==> config.mk <==
export PLATFORM = sky130hd
export DESIGN_NAME = jtgs_cfg
export DESIGN_NICKNAME = d
export VERILOG_FILES = /design/src/hdl/jtgs_pkg.sv /design/src/hdl/jtgs_cfg.sv
export SDC_FILE = /design/constraint.sdc
export NUM_CORES = 1
export LEC_CHECK = 0
export BUFFER_PORTS_ARGS = -buffer_cell sky130_fd_sc_hd__clkbuf_2
export CAP_MARGIN = 20
export CORE_ASPECT_RATIO = 1.75
export CORE_MARGIN = 2
export CORE_UTILIZATION = 50
export DETAILED_ROUTE_END_ITERATION = 6
export PLACE_DENSITY_LB_ADDON = 0.1
export SLEW_MARGIN = 30
export SYNTH_ARGS = -nofsm -noshare
export SYNTH_HDL_FRONTEND = slang
export SYNTH_SLANG_ARGS = --single-unit
export TNS_END_PERCENT = 100
==> constraint.sdc <==
create_clock -name clk -period 1.2 [get_ports clk]
set_input_delay 0.3 -clock clk [delete_from_list [all_inputs] [get_ports clk]]
set_output_delay 0.3 -clock clk [all_outputs]
set_load 0.03 [all_outputs]
==> src/hdl/jtgs_pkg.sv <==
`timescale 1ns / 1ps

package jtgs_pkg;

	localparam int MAX_USERS_DEF = 1024;
	localparam int MAX_PLACES_DEF = 1024;
	localparam int MAX_USER_TOPICS_DEF = 16;
	localparam int MAX_PLACE_TOPICS_DEF = 16;
	localparam int COUNT_WIDTH_DEF = 20;

	localparam int WEIGHT_WIDTH = 48;
	localparam logic [WEIGHT_WIDTH-1:0] WEIGHT_MAX = '1;
	localparam int PRIOR_PRODUCT_WIDTH = 27;

	localparam logic CMD_LOAD = 1'b0;
	localparam logic CMD_RESAMPLE = 1'b1;

	typedef enum logic [2:0] {
		REG_USER_TOPICS,
		REG_PLACE_TOPICS,
		REG_ALPHA,
		REG_BETA_USER,
		REG_BETA_PLACE,
		REG_USER_COUNT,
		REG_PLACE_COUNT
	} reg_index_e;

	typedef struct packed {
		logic        command;
		logic [9:0]  user_index;
		logic [9:0]  place_index;
		logic [3:0]  current_user_topic;
		logic [3:0]  current_place_topic;
		logic [31:0] random_draw;
	} record_t;

	typedef struct packed {
		logic [3:0] new_user_topic;
		logic [3:0] new_place_topic;
	} result_t;

	typedef struct packed {
		logic [4:0]  user_topics_in_use;
		logic [4:0]  place_topics_in_use;
		logic [15:0] alpha;
		logic [15:0] beta_user;
		logic [15:0] beta_place;
		logic [10:0] user_count;
		logic [10:0] place_count;
	} cfg_t;

	localparam cfg_t CFG_RESET = '{
		user_topics_in_use: 5'd16,
		place_topics_in_use: 5'd16,
		alpha: 16'd256,
		beta_user: 16'd26,
		beta_place: 16'd26,
		user_count: 11'd1024,
		place_count: 11'd1024
	};

	// Width of one weight factor: a count in Q.8 plus a prior or prior product.
	function automatic int factor_width(input int cw);
		return ((cw + 8 > PRIOR_PRODUCT_WIDTH) ? cw + 8 : PRIOR_PRODUCT_WIDTH) + 1;
	endfunction

endpackage

==> src/hdl/jtgs_cfg.sv <==
`timescale 1ns / 1ps

module jtgs_cfg (
	input  logic             clk,
	input  logic             arst_n,
	input  logic             cfg_valid,
	output logic             cfg_ready,
	input  logic [2:0]       cfg_index,
	input  logic [15:0]      cfg_data,
	output jtgs_pkg::cfg_t   cfg
);
	import jtgs_pkg::*;

	cfg_t cfg_q;

	assign cfg_ready = 1'b1;
	assign cfg = cfg_q;

	always_ff @(posedge clk or negedge arst_n) begin
		if (!arst_n) begin
			cfg_q <= CFG_RESET;
		end else if (cfg_valid) begin
			case (reg_index_e'(cfg_index))
				REG_USER_TOPICS: begin
					cfg_q.user_topics_in_use <= cfg_data[4:0];
				end
				REG_PLACE_TOPICS: begin
					cfg_q.place_topics_in_use <= cfg_data[4:0];
				end
				REG_ALPHA: begin
					cfg_q.alpha <= cfg_data;
				end
				REG_BETA_USER: begin
					cfg_q.beta_user <= cfg_data;
				end
				REG_BETA_PLACE: begin
					cfg_q.beta_place <= cfg_data;
				end
				REG_USER_COUNT: begin
					cfg_q.user_count <= cfg_data[10:0];
				end
				REG_PLACE_COUNT: begin
					cfg_q.place_count <= cfg_data[10:0];
				end
				default: begin
				end
			endcase
		end
	end

endmodule

# == Word-level counts from Yosys, hierarchy flattened ==
# Cells that the tools add are included.
# classes
n_eq_ne,6
reduce_logical,8
# op_table
operator,n
$reduce_and 2->1,7
$eq 3x3->1 const B,3
$eq 3x2->1 const B,2
$eq 3x1->1 const B,1
$logic_not 3->1,1
# totals
output_inout_bits,81
regBits,80

# == Longest topological paths before layout ==
# depth
ltp_word,2
depth_mapped,4

# == Worst setup path before layout ==
# No wires, ideal clock.
# synth_path
path_type,input to register
startpoint,input cfg_index[2]
endpoint,"register cfg_q, in the netlist cfg[54]"
slack_ps,-62
required_ps,1075
cell_stages,4
setup_time_ps,125
arrival_time_ps,1137
path_cell_list,and4bb_1 -> buf_6 -> buf_6 -> mux2_4
# synth_via
elab_chain_len,2
# synth_lines
element,line_no,text
"start, declared",jtgs_cfg.sv:8,"input logic [2:0] cfg_index,"
$eq 3x2->1,jtgs_cfg.sv:23,case (reg_index_e'(cfg_index))
$reduce_and 2->1 (no line),--,
"end, declared",jtgs_cfg.sv:14,cfg_t cfg_q;
# No other way between the ends.
# A chain may end at the register's enable or synchronous reset.

# == Worst setup path in the final report ==
# layout_path
startpoint,"register cfg_q, in the netlist cfg[62]"
endpoint,output cfg[62] (netlist name)
# layout_rtl
element,line_no,text
"end, declared",jtgs_cfg.sv:10,output jtgs_pkg::cfg_t cfg
# No word-level cell between the ends.

==> flow_metrics.env <==
export IMPL_maxSlewViolCount=0
export IMPL_fin_nets=357
export IMPL_cts_root_buf="clkbuf_8"
export IMPL_crit_chain="buf_8"
export IMPL_synthMuxAreaShare=0.308
export IMPL_ys_types=14
export IMPL_cts_tree="done"
export IMPL_syn_inst=176
export IMPL_synth_top_family_by_area="multiplexers"
export IMPL_diodes=0
export IMPL_end_kind="output port"
export IMPL_crit_slowest_cell="dfstp_2"
export IMPL_dieArea_um2=7020
export IMPL_cp_data_required_time_ns=0.90
export IMPL_avgSynthCellArea_um2=18.0
export IMPL_hold_viol_final=0
export IMPL_fin_ws_ns=-0.148
export IMPL_crit_type="reg2out"
export IMPL_clk_latency_ns=0.35
export IMPL_vias_per_cell=5.10
export IMPL_track_usage=0.238
export IMPL_grt_remaining_overflow=0
export IMPL_design_core_area_um2=6180
export IMPL_grt_pass1_wl_mm=12.1
export IMPL_cp_max_fo=2
export IMPL_routabilityCongestion=0.733
export IMPL_fin_crit_sh=1.12
export IMPL_clock_sinks=80
export IMPL_fmax_mhz=742
export IMPL_post_route_cells_drive_above_1_share=0.774
export IMPL_die_y_um=109
export IMPL_fin_hold_ws_ns=0.199
export IMPL_hp_class="in2reg"
export IMPL_power_density_nw_per_um2=2030
export IMPL_dr_pass1_iters=4
export IMPL_worstPathArrival_ns=1.05
export IMPL_grt_max_degree=37
export IMPL_htreeDepth=3
export IMPL_ant_nets=0
export IMPL_synth_seq_cells=80
export IMPL_violations="setup timing"
export IMPL_status="finished, violations left"
export IMPL_num_vias=2143
export IMPL_largest_reg_flops=80
export IMPL_synthXorXnorAreaFrac=0
export IMPL_cap_violations=0
export IMPL_first_iter_violations=99
export IMPL_ys_seq_area_frac=0.636
export IMPL_clockBufferDepth=2
export IMPL_ir_drop_mv=1.68
export IMPL_cp_top_family="flip-flops"
export IMPL_setup_viol=73
export IMPL_postLayoutCoreUtil=0.842
export IMPL_finalInstanceArea_um2=5200
export IMPL_rsz0062_at_grt="yes"
export IMPL_antenna_found_initial=0
export IMPL_p_leak_nw=2.46
export IMPL_start_util=0.513
export IMPL_clock_skew_ns=0
export IMPL_cp_slowest_stage_delay_ns=0.56
export IMPL_wl_per_cell_um=20.2
export IMPL_start_kind="flip-flop"
export IMPL_dp_hpwl_mm=4.68
export IMPL_grt_pass1_vias=2198
export IMPL_drc=0
export IMPL_clk_pin_slew_worst_paths_ns=0.08
export IMPL_die_w_um=64.2
export IMPL_period_needed_ns=1.35
export IMPL_ios=103
export IMPL_rows=38
export IMPL_synthAdderAreaFrac=0
export IMPL_numCtsBuffers=9
export IMPL_syn_nets=198
export IMPL_syn_cell_area_um2=3170
export IMPL_place_area_um2=3880
export IMPL_synth_simple_area_share=0.0308
export IMPL_port_buffers=101
export IMPL_synth_compound_gate_area_share=0
export IMPL_wl_mm=8.48
export IMPL_areaGrowthSynthToFinish_pct=64.1
export IMPL_ys_warn_count=0
export IMPL_crit_buf_inv=1
-- final timing paths --
kind                                startpoint                  end  slack, ns  cells past startpoint
max in group asynchronous               arst_n  cfg[21]$_DFFE_PN1P_       0.31                      3
max                        cfg[62]$_DFFE_PN1P_              cfg[62]      -0.15                      1
min reg2reg                cfg[24]$_DFFE_PN0P_  cfg[24]$_DFFE_PN0P_       0.56                      1
min                               cfg_data[14]  cfg[36]$_DFFE_PN0P_       0.20                      2
max reg2reg                cfg[33]$_DFFE_PN0P_  cfg[33]$_DFFE_PN0P_       0.15                      3
min in group asynchronous               arst_n   cfg[7]$_DFFE_PN0P_       0.36                      2
-- kinds of logic (layout without fill, tap and decap cells) --
group         Yosys count  in the layout
mux                    80             80
flops                  80             80
buf+inv                 8            172
simple gates            7              7
other cells             1              1
-- report_power, final --
part,switching [W],internal (W),leakage (nW)
clock network,0.000936,0.00128,0.114
logic,0.00194,0.00247,1.41
registers,0.000594,0.00336,0.944
total,0.00347,0.00711,2.46
-- routing by layer --
layer	track usage	wire length [um]	vias to the layer above
li1	-	-	946
met1	0.261	3140	1098
met2	0.434	4650	82
met3	0.0727	500	17
met4	0.0775	190	0
met5	0	0	-
-- layout by cell type, fill, tap and decap left out, drive strengths merged --
master,Yosys,layout
conb,1,1
dfstp,11,11
clkbuf,0,33
and4bb,3,3
buf,8,135
nor4b,1,1
bufinv,0,2
clkinv,0,1
mux2,80,80
dlygate4sd3,0,1
nand4b,3,3
dfrtp,69,69
-- cell usage after synthesis --
library cell	n	area (um^2)
buf_4	2	15.0
mux2_4	20	300
buf_2	2	10.0
nor4b_4	1	23.8
mux2_2	60	676
nand4b_1	2	17.5
dfrtp_1	69	1730
and4bb_1	2	25.0
nand4b_2	1	15.0
conb_1	1	3.75
and4bb_4	1	16.3
buf_12	1	20.0
buf_6	3	33.8
dfstp_2	11	289
-- layout make-up --
cell class                      instances  area [um^2]
Tap cell                               80          100
Multi-Input combinational cell         88         1080
Clock buffer                           13          159
Sequential cell                        80         2020
Fill cell                             300          977
Clock inverter                          3         65.1
Timing Repair Buffer                  156         1790
-- timing repair --
| item | 4_1_cts | 5_1_grt |
|---|---|---|
| pin swaps | 0 | 0 |
| buffers inserted | 18 | 21 |
| hold buffers | 1 | 0 |
| endpoints found under the setup margin | 80 | 80 |
| gates resized for setup | 160 | 80 |
| endpoints found under the hold margin | 15 | 0 |
-- stage by stage --
step / cells / TNS [ns] / setup slack (ns) / total power (W)
after global placement: 364 / -13.42 / -0.212 / 0.00643
final: 420 / -2.45 / -0.148 / 0.0106
after CTS: 399 / -3.03 / -0.175 / 0.00987
after floorplan: 176 / -0.802 / -0.0485 / 0.00556
after detailed placement: 364 / -14.20 / -0.232 / 0.00649
after global routing: 420 / -4.77 / -0.173 / 0.0109
Power figures use the tool's default switching activity.
