`src/hdl/jtgs_pkg.sv`:
```
`timescale 1ns / 1ps

package jtgs_pkg;

	localparam int MAX_USERS_DEF = 1024;
	localparam int MAX_PLACES_DEF = 1024;
	localparam int MAX_USER_TOPICS_DEF = 16;
	localparam int MAX_PLACE_TOPICS_DEF = 16;
	localparam int COUNT_WIDTH_DEF = 20;

	localparam int WEIGHT_WIDTH = 48;
	localparam logic [WEIGHT_WIDTH-1:0] WEIGHT_MAX = '1;
	localparam int PRIOR_PRODUCT_WIDTH = 27;

	localparam logic CMD_LOAD = 1'b0;
	localparam logic CMD_RESAMPLE = 1'b1;

	typedef enum logic [2:0] {
		REG_USER_TOPICS,
		REG_PLACE_TOPICS,
		REG_ALPHA,
		REG_BETA_USER,
		REG_BETA_PLACE,
		REG_USER_COUNT,
		REG_PLACE_COUNT
	} reg_index_e;

	typedef struct packed {
		logic        command;
		logic [9:0]  user_index;
		logic [9:0]  place_index;
		logic [3:0]  current_user_topic;
		logic [3:0]  current_place_topic;
		logic [31:0] random_draw;
	} record_t;

	typedef struct packed {
		logic [3:0] new_user_topic;
		logic [3:0] new_place_topic;
	} result_t;

	typedef struct packed {
		logic [4:0]  user_topics_in_use;
		logic [4:0]  place_topics_in_use;
		logic [15:0] alpha;
		logic [15:0] beta_user;
		logic [15:0] beta_place;
		logic [10:0] user_count;
		logic [10:0] place_count;
	} cfg_t;

	localparam cfg_t CFG_RESET = '{
		user_topics_in_use: 5'd16,
		place_topics_in_use: 5'd16,
		alpha: 16'd256,
		beta_user: 16'd26,
		beta_place: 16'd26,
		user_count: 11'd1024,
		place_count: 11'd1024
	};

	// Width of one weight factor: a count in Q.8 plus a prior or prior product.
	function automatic int factor_width(input int cw);
		return ((cw + 8 > PRIOR_PRODUCT_WIDTH) ? cw + 8 : PRIOR_PRODUCT_WIDTH) + 1;
	endfunction

endpackage

```
`src/hdl/jtgs_weight.sv`:
```
`timescale 1ns / 1ps

module jtgs_weight #(
	parameter int COUNT_WIDTH = jtgs_pkg::COUNT_WIDTH_DEF
) (
	input  logic                                          clk,
	input  logic                                          arst_n,
	input  logic                                          start,
	input  logic [jtgs_pkg::factor_width(COUNT_WIDTH)-1:0] f1,
	input  logic [jtgs_pkg::factor_width(COUNT_WIDTH)-1:0] f2,
	input  logic [jtgs_pkg::factor_width(COUNT_WIDTH)-1:0] f3,
	input  logic [jtgs_pkg::factor_width(COUNT_WIDTH)-1:0] d1,
	input  logic [jtgs_pkg::factor_width(COUNT_WIDTH)-1:0] d2,
	output logic                                          done,
	output logic [jtgs_pkg::WEIGHT_WIDTH-1:0]             weight
);
	import jtgs_pkg::*;

	localparam int FW = factor_width(COUNT_WIDTH);
	localparam int WW = WEIGHT_WIDTH;
	localparam int XW = 3 * FW + WW + 1;
	localparam int CNW = $clog2(((FW > WW) ? FW : WW) + 1);

	typedef enum logic [2:0] {
		W_IDLE,
		W_MUL1,
		W_MUL2,
		W_CHK,
		W_DIV
	} wstate_t;

	wstate_t state_q;
	logic [2*FW-1:0] a1_q, p1_q, ad_q, pd_q;
	logic [FW-1:0]   b1_q, bd_q, b2_q;
	logic [3*FW-1:0] a2_q, p2_q;
	logic [XW-1:0]   r_q, y_q;
	logic [WW-1:0]   q_q;
	logic [CNW-1:0]  cnt_q;
	logic            done_q;
	logic [WW-1:0]   w_q;

	logic [2*FW-1:0] p1_next, pd_next;
	logic [3*FW-1:0] p2_next;
	logic [XW-1:0]   num, den_top;
	logic            take;

	assign p1_next = p1_q + (b1_q[0] ? a1_q : '0);
	assign pd_next = pd_q + (bd_q[0] ? ad_q : '0);
	assign p2_next = p2_q + (b2_q[0] ? a2_q : '0);
	assign num = XW'({p2_q, 16'b0});
	assign den_top = XW'(pd_q) << WW;
	assign take = r_q >= y_q;

	assign done = done_q;
	assign weight = w_q;

	always_ff @(posedge clk or negedge arst_n) begin
		if (!arst_n) begin
			state_q <= W_IDLE;
			done_q <= 1'b0;
			cnt_q <= '0;
		end else begin
			case (state_q)
				W_IDLE: begin
					done_q <= 1'b0;
					if (start) begin
						a1_q <= (2*FW)'(f1);
						b1_q <= f2;
						p1_q <= '0;
						ad_q <= (2*FW)'(d1);
						bd_q <= d2;
						pd_q <= '0;
						b2_q <= f3;
						p2_q <= '0;
						cnt_q <= '0;
						state_q <= W_MUL1;
					end
				end
				W_MUL1: begin
					p1_q <= p1_next;
					pd_q <= pd_next;
					a1_q <= a1_q << 1;
					ad_q <= ad_q << 1;
					b1_q <= b1_q >> 1;
					bd_q <= bd_q >> 1;
					if (32'(cnt_q) == FW - 1) begin
						a2_q <= (3*FW)'(p1_next);
						cnt_q <= '0;
						state_q <= W_MUL2;
					end else begin
						cnt_q <= cnt_q + 1'b1;
					end
				end
				W_MUL2: begin
					p2_q <= p2_next;
					a2_q <= a2_q << 1;
					b2_q <= b2_q >> 1;
					if (32'(cnt_q) == FW - 1) begin
						cnt_q <= '0;
						state_q <= W_CHK;
					end else begin
						cnt_q <= cnt_q + 1'b1;
					end
				end
				W_CHK: begin
					if (p2_q == '0) begin
						w_q <= '0;
						done_q <= 1'b1;
						state_q <= W_IDLE;
					end else if (num >= den_top) begin
						w_q <= WEIGHT_MAX;
						done_q <= 1'b1;
						state_q <= W_IDLE;
					end else begin
						r_q <= num;
						y_q <= XW'(pd_q) << (WW - 1);
						q_q <= '0;
						cnt_q <= '0;
						state_q <= W_DIV;
					end
				end
				W_DIV: begin
					if (take) begin
						r_q <= r_q - y_q;
					end
					y_q <= y_q >> 1;
					q_q <= {q_q[WW-2:0], take};
					if (32'(cnt_q) == WW - 1) begin
						w_q <= {q_q[WW-2:0], take};
						done_q <= 1'b1;
						state_q <= W_IDLE;
					end else begin
						cnt_q <= cnt_q + 1'b1;
					end
				end
				default: begin
					state_q <= W_IDLE;
				end
			endcase
		end
	end

endmodule

```
`config.mk`:
```
export PLATFORM = sky130hd
export DESIGN_NAME = jtgs_weight
export DESIGN_NICKNAME = d
export VERILOG_FILES = /design/src/hdl/jtgs_pkg.sv /design/src/hdl/jtgs_weight.sv
export SDC_FILE = /design/constraint.sdc
export NUM_CORES = 2
export LEC_CHECK = 0
export ABC_AREA = 0
export ABC_CLOCK_PERIOD_IN_PS = 30700
export BUFFER_PORTS_ARGS = -buffer_cell sky130_fd_sc_hd__buf_2
export CORE_ASPECT_RATIO = 1.4
export CORE_MARGIN = 2
export CORE_UTILIZATION = 50
export DETAILED_ROUTE_END_ITERATION = 16
export PLACE_DENSITY = 0.69
export SLEW_MARGIN = 15
export SYNTH_ARGS = -nofsm -noshare
export SYNTH_HDL_FRONTEND = slang
export SYNTH_SLANG_ARGS = --single-unit
export TNS_END_PERCENT = 100
```
`constraint.sdc`:
```
create_clock -name clk -period 30.7 [get_ports clk]
set_input_delay 1.535 -clock clk [delete_from_list [all_inputs] [get_ports clk]]
set_output_delay 1.535 -clock clk [all_outputs]
set_load 0.02 [all_outputs]
```
# [Yosys cells after proc, flatten, opt, wreduce, memory -nomap -nowiden]
# Index checks and enable logic that the tools add are counted.
[op_classes] add_sub_neg=5 n_mul=0 n_div=0 n_lt_le_gt_ge=2 eq_ne=15 shift=0 n_mux=51 bitwise_logic=0 n_reduce_logical=18
[op_table] cell="136-bit two-way mux" count=5
[op_table] cell="136-bit case mux with 2 select lines" count=2
[op_table] cell="58-bit case mux with 2 select lines" count=4
[op_table] cell="87-bit case mux with 2 select lines" count=2
[op_table] cell="58-bit two-way mux" count=5
[op_table] cell="87-bit two-way mux" count=3
[op_table] cell="29-bit case mux with 2 select lines" count=3
[op_table] cell="48-bit two-way mux" count=3
[op_table] cell="136-bit greater-or-equal comparator" count=1
[op_table] cell="136-bit subtractor" count=1
[op_table] cell="58-bit adder" count=2
[op_table] cell="103-bit by 106-bit greater-or-equal comparator with 1-bit output" count=1
[op_table] cell="48-bit case mux with 2 select lines" count=1
[op_table] cell="47-bit two-way mux" count=2
[op_table] cell="47-bit case mux with 2 select lines" count=1
[op_table] cell="87-bit adder" count=1
[op_table] cell="87-bit zero test" count=1
[op_table] cell="29-bit two-way mux" count=3
[op_table] cell="6-bit two-way mux" count=5
[op_table] cell="6-bit case mux with 4 select lines" count=1
[op_table] cell="3-bit two-way mux" count=6
[op_table] cell="2-bit != test (second input constant)" count=8
[op_table] cell="3-bit case mux with 5 select lines" count=1
[op_table] cell="3-bit AND reduction" count=4
[op_table] cell="other kinds (16)" count=25
[totals] register_bits=870 latch_bits=0 ramBits=0 mem_bits_ro=0 in_bits=148 out_inout_bits=49 word_cells=107 memories=0

# [Logic depth before layout (Yosys ltp)]
[depth] depth_word=4 ltp_mapped=17 depth_no_buf=16

# [Least setup slack after synthesis]
# Ideal clock, no wire load.
[synth_path] path_kind="in2reg" from="in start" to="reg a1_q[0], enable pin" setup_time_ps=1299 arrival_time_ps=21149 required_ps=29401 slack_ps=8252 cell_stages=2 path_buffers=0 cell_sequence="nor2_1 nor3_1"
[synth_via] elab_chain_cells=2
[synth_lines] element="start: declaration" line_no="jtgs_weight.sv:8" text="input logic start,"
[synth_lines] element="2-bit != test (no line)"
[synth_lines] element="3-bit AND reduction (no line)"
[synth_lines] element="end signal: assignment" line_no="jtgs_weight.sv:67" text="a1_q <= (2*FW)'(f1);"
[synth_lines] element="end signal: assignment" line_no="jtgs_weight.sv:82" text="a1_q <= a1_q << 1;"
[synth_lines] element="end: declaration" line_no="jtgs_weight.sv:33" text="logic [2*FW-1:0] a1_q, p1_q, ad_q, pd_q;"
# No other way between the ends.
# A chain may end at the register's enable or synchronous reset.

# [Worst setup path after layout]
[layout_path] from="reg y_q[0]" to="reg r_q[59], enable pin"
[layout_via] elab_chain_cells=3
[layout_lines] element="start: declaration" line_no="jtgs_weight.sv:36" text="logic [XW-1:0] r_q, y_q;"
[layout_lines] element="start signal: assignment" line_no="jtgs_weight.sv:116" text="y_q <= XW'(pd_q) << (WW - 1);"
[layout_lines] element="start signal: assignment" line_no="jtgs_weight.sv:126" text="y_q <= y_q >> 1;"
[layout_lines] element="136-bit greater-or-equal comparator" line_no="jtgs_weight.sv:52" text="assign take = r_q >= y_q;"
[layout_lines] element="2-bit != test (no line)"
[layout_lines] element="5-bit AND reduction (no line)"
[layout_lines] element="end signal: assignment" line_no="jtgs_weight.sv:115" text="r_q <= num;"
[layout_lines] element="end signal: assignment" line_no="jtgs_weight.sv:124" text="r_q <= r_q - y_q;"
[layout_lines] element="end: declaration" line_no="jtgs_weight.sv:36"
# No other way between the ends.

==> results by group <==
Clock tree
  • Worst skew pair latency: 0.73 ns
  • Clock sink count: 839
  • Reg clk slew, reported paths: 0.06 ns
  • Resized cells post-CTS: 0
  • Setup Buffers After CTS: 0
  • Root buf cell: clkbuf_16
  • Hold buffer count at CTS: 0
  • CTS tree: done
  • CTS Buf Count: 87
  • Clock buffer depth: 3
  • H-tree level count: 3

Floorplanning
  • # rows: 142
  • DIE HEIGHT: 393 um
  • Die X: 282 um
  • Die ar.: 0.111 mm2
  • Initial Utilization: 0.504
  • Core area: 0.107 mm2
  • I/O Pins: 197

Hold path
  • Hold WC Path Type: reg2reg
  • Hold EP: b1_q[27]
  • Hold Crit Depth: 2
  • Beginning of the worst hold path: b1_q[28]

STA
  • RSZ-0062 raised after global routing: no
  • Final Skew: 0.0377 ns
  • Slew Limit Fails: 0
  • Setup TNS Final: 0 ns
  • Post-route clock period utilization: 0.209
  • Slew @ Worst Pin: 1.14 ns
  • Final Critical Period: 6.42 ns
  • Smallest setup slack after layout: 24.28 ns
  • Worst slew margin: 0.238
  • Final hold slack: 0.506 ns
  • Final Hold Fails: 0
  • Setup violations, final: 0
  • Highest Clock Rate: 156 MHz

Placed design
  • Number of port buffers: 196
  • Setup WS pre-CTS: 24.32 ns
  • Cells after DPL: 7194
  • Placer Congestion: 0.960
  • DP HPWL: 106000 um

Synth
  • Count of flip-flops with a built-in enable after synthesis: 829
  • Synth Area in Adders: 0.0854
  • Sequential share of the synthesized area: 0.466
  • Post-Syn Nets: 6321
  • Post-synthesis compound-gate area fraction: 0.162
  • Register bit total from synthesis: 839
  • Largest family of logic cells by synthesized area: simple AND/OR/NAND/NOR gates
  • Post-Synth Simple-Gate Area: 0.196
  • Netlist cell types: 88
  • Cells after Synth: 5807
  • Synth Cell Area: 0.0540 mm2
  • FFs w/ async S/R, synth: 0.0119
  • Mux cell area share after synthesis: 0.00209
  • Syn. warnings: 0
  • Avg Cell Area, Syn: 9.29 um2
  • Post-synthesis xor/xnor area fraction: 0.0467
  • Ys flop type: edfxtp_1

Global routing
  • Overall Global Routing Usage: 0.256
  • First-pass GRT wire length: 224000 um
  • Pin count of the biggest net entering global routing: 183
  • Initial antenna violation count: 1
  • Vias in the first global route: 42200
  • Total grt overflow: 0

Route
  • Drt drc: 0
  • Vias per cell: 5.78
  • Initial drt markers: 2919
  • DR vias: 42500
  • ANT nets after route: 0
  • Final WL: 143000 um
  • Pre-antenna DRT Iters: 6
  • Avg WL per Cell: 19.4 um

Setup path
  • R2R Setup Slk: 24.28 ns
  • Critical Path RT: 31.03 ns
  • Worst EP arrival: 6.75 ns
  • RR Endpoint: r_q[59]
  • Worst R2R Path Depth: 16
  • Crit. End Element: register
  • Worst Path Class, Setup: reg2reg
  • Crit-path max FO: 73
  • CP Launch Type: register
  • FF-to-FF Start: y_q[0]

Finish
  • Nets: 6357
  • Layout Area Growth over Synthesis: 9.21%
  • Layout cell share with drive strength beyond 1: 0.0709
  • Cell Count, Final, Fillers Out: 7354

Power and ir drop
  • Tot Pwr: 4.83 mW
  • VDD IR max: 0.0837 mV
  • LEAKAGE: 24.1 nW
  • PwrDens: 82.0 mW/mm2

Flow run
  • Maxcap violations: 0

Run status
  • Status: finished clean
-- layout by cell type, fill, tap and decap left out, types with 83 or more instances in the layout --
master,n
xnor2_1,170
buf_2,196
edfxtp_1,829
o21ai_0,411
nand4_1,117
ha_1,362
clkbuf_16,87
nand2_1,1002
nor2_1,463
a21oi_1,434
o21bai_1,83
inv_1,316
xor2_1,118
a21o_1,202
and2_1,290
-- area by class of cell --
cell class / instances / area (um2)
Timing Repair Buffer: 225 / 1220
Clock inverter: 55 / 684
Fill cell: 9700 / 48200
Inverter: 316 / 1190
Multi-Input combinational cell: 4374 / 26700
Antenna cell: 1 / 2.50
Tap cell: 1440 / 1800
Sequential cell: 839 / 25100
Clock buffer: 104 / 2250
-- cells in the mapped netlist (all sizes together), types with 8 or more instances --
cell type  number  area (um2)
nand2        1004        3770
edfxtp        829       24900
nor2          465        1750
a21oi         435        2180
o21ai         418        2090
ha            362        4530
inv           316        1190
and2          292        1830
clkbuf        259         973
a21o          202        1520
xnor2         170        1490
xor2          118        1030
nand4         117         732
nor3           85         430
o21bai         83         623
nand2b         53         332
nand3          53         265
and3           51         319
o21a           44         330
nor4           42         269
a31oi          38         253
o31ai          36         317
nor2b          29         181
a211oi         28         225
or3            28         181
o211ai         24         180
or4            24         195
buf            19        91.3
a21boi         14         105
and4           13         114
or2            12        75.1
a41oi          11        96.3
dfrtp          10         250
a221oi          9        78.8
mux2i           9        90.1
o31a            9        78.8
o2111ai         8        70.1
-- per-stage QoR --
| stage | cell area (um2) | util |
|---|---|---|
| global placement | 56000 | 0.523 |
| global route | 58900 | 0.550 |
| detailed placement | 56000 | 0.523 |
| CTS | 58900 | 0.550 |
| finish | 58900 | 0.550 |
| floorplan | 54000 | - |
-- per-layer routing --
| metal | up-vias | routed length, um | global-route usage |
|---|---|---|---|
| li1 | 20700 | - | - |
| met1 | 20200 | 56000 | 0.291 |
| met2 | 1164 | 71000 | 0.454 |
| met3 | 404 | 6110 | 0.0319 |
| met4 | 0 | 9480 | 0.161 |
| met5 | - | 0 | 0 |
-- kinds of logic (layout without fill, tap and decap cells) --
logic type / Yosys count / in the layout
mux: 11 / 11
compound gates: 1422 / 1422
simple gates: 2287 / 2287
xor+xnor: 288 / 288
buf+inv: 594 / 700
flops: 839 / 839
fa+ha+maj: 366 / 366
other cells: 0 / 1
-- critical path, stage by stage (launching register included) --
cell and delay, ns:
edfxtp_1 0.37, ha_1 0.22, fa_1 0.39, nor2b_1 0.23
o31ai_1 0.12, a21oi_1 0.22, o21ai_0 0.14, a21oi_1 0.21
o21bai_1 0.17, a211o_1 0.35, a211oi_2 0.38, o211ai_1 0.16
a21oi_1 0.77, a21boi_1 0.34, a21boi_4 0.21, buf_4 0.82
buf_4 0.85
-- sequential cells by signal, indices dropped and copies added, names as in the netlist, 6 cells and up --
signal / cells
bd_q: 29
p1_q: 58
a2_q: 87
y_q: 105
p2_q: 87
b1_q: 29
r_q: 136
a1_q: 58
q_q: 47
ad_q: 58
b2_q: 29
weight: 48
cnt_q: 6
pd_q: 58
-- worst max-delay path by stage --
| stage | start | end | slack, ns | cells after the start |
|---|---|---|---|---|
| 6_report | y_q[0] | r_q[59] | 24.28 | 16 |
| 5_1_grt | y_q[0] | r_q[63] | 23.93 | 16 |
| 4_1_cts | y_q[0] | r_q[61] | 24.32 | 16 |
| 3_5_place_dp | y_q[0] | r_q[62] | 24.32 | 16 |
| 3_3_place_gp | r_q[27] | r_q[62] | 24.52 | 13 |
| 2_1_floorplan | start | a1_q[0] | 8.25 | 2 |
-- power breakdown --
group          switching, mW  internal, mW
Combinational           1.22         0.735
Sequential             0.107          1.66
Clock                  0.485         0.624
Total                   1.81          3.02
Note: power is estimated with default switching activity, not from simulation.
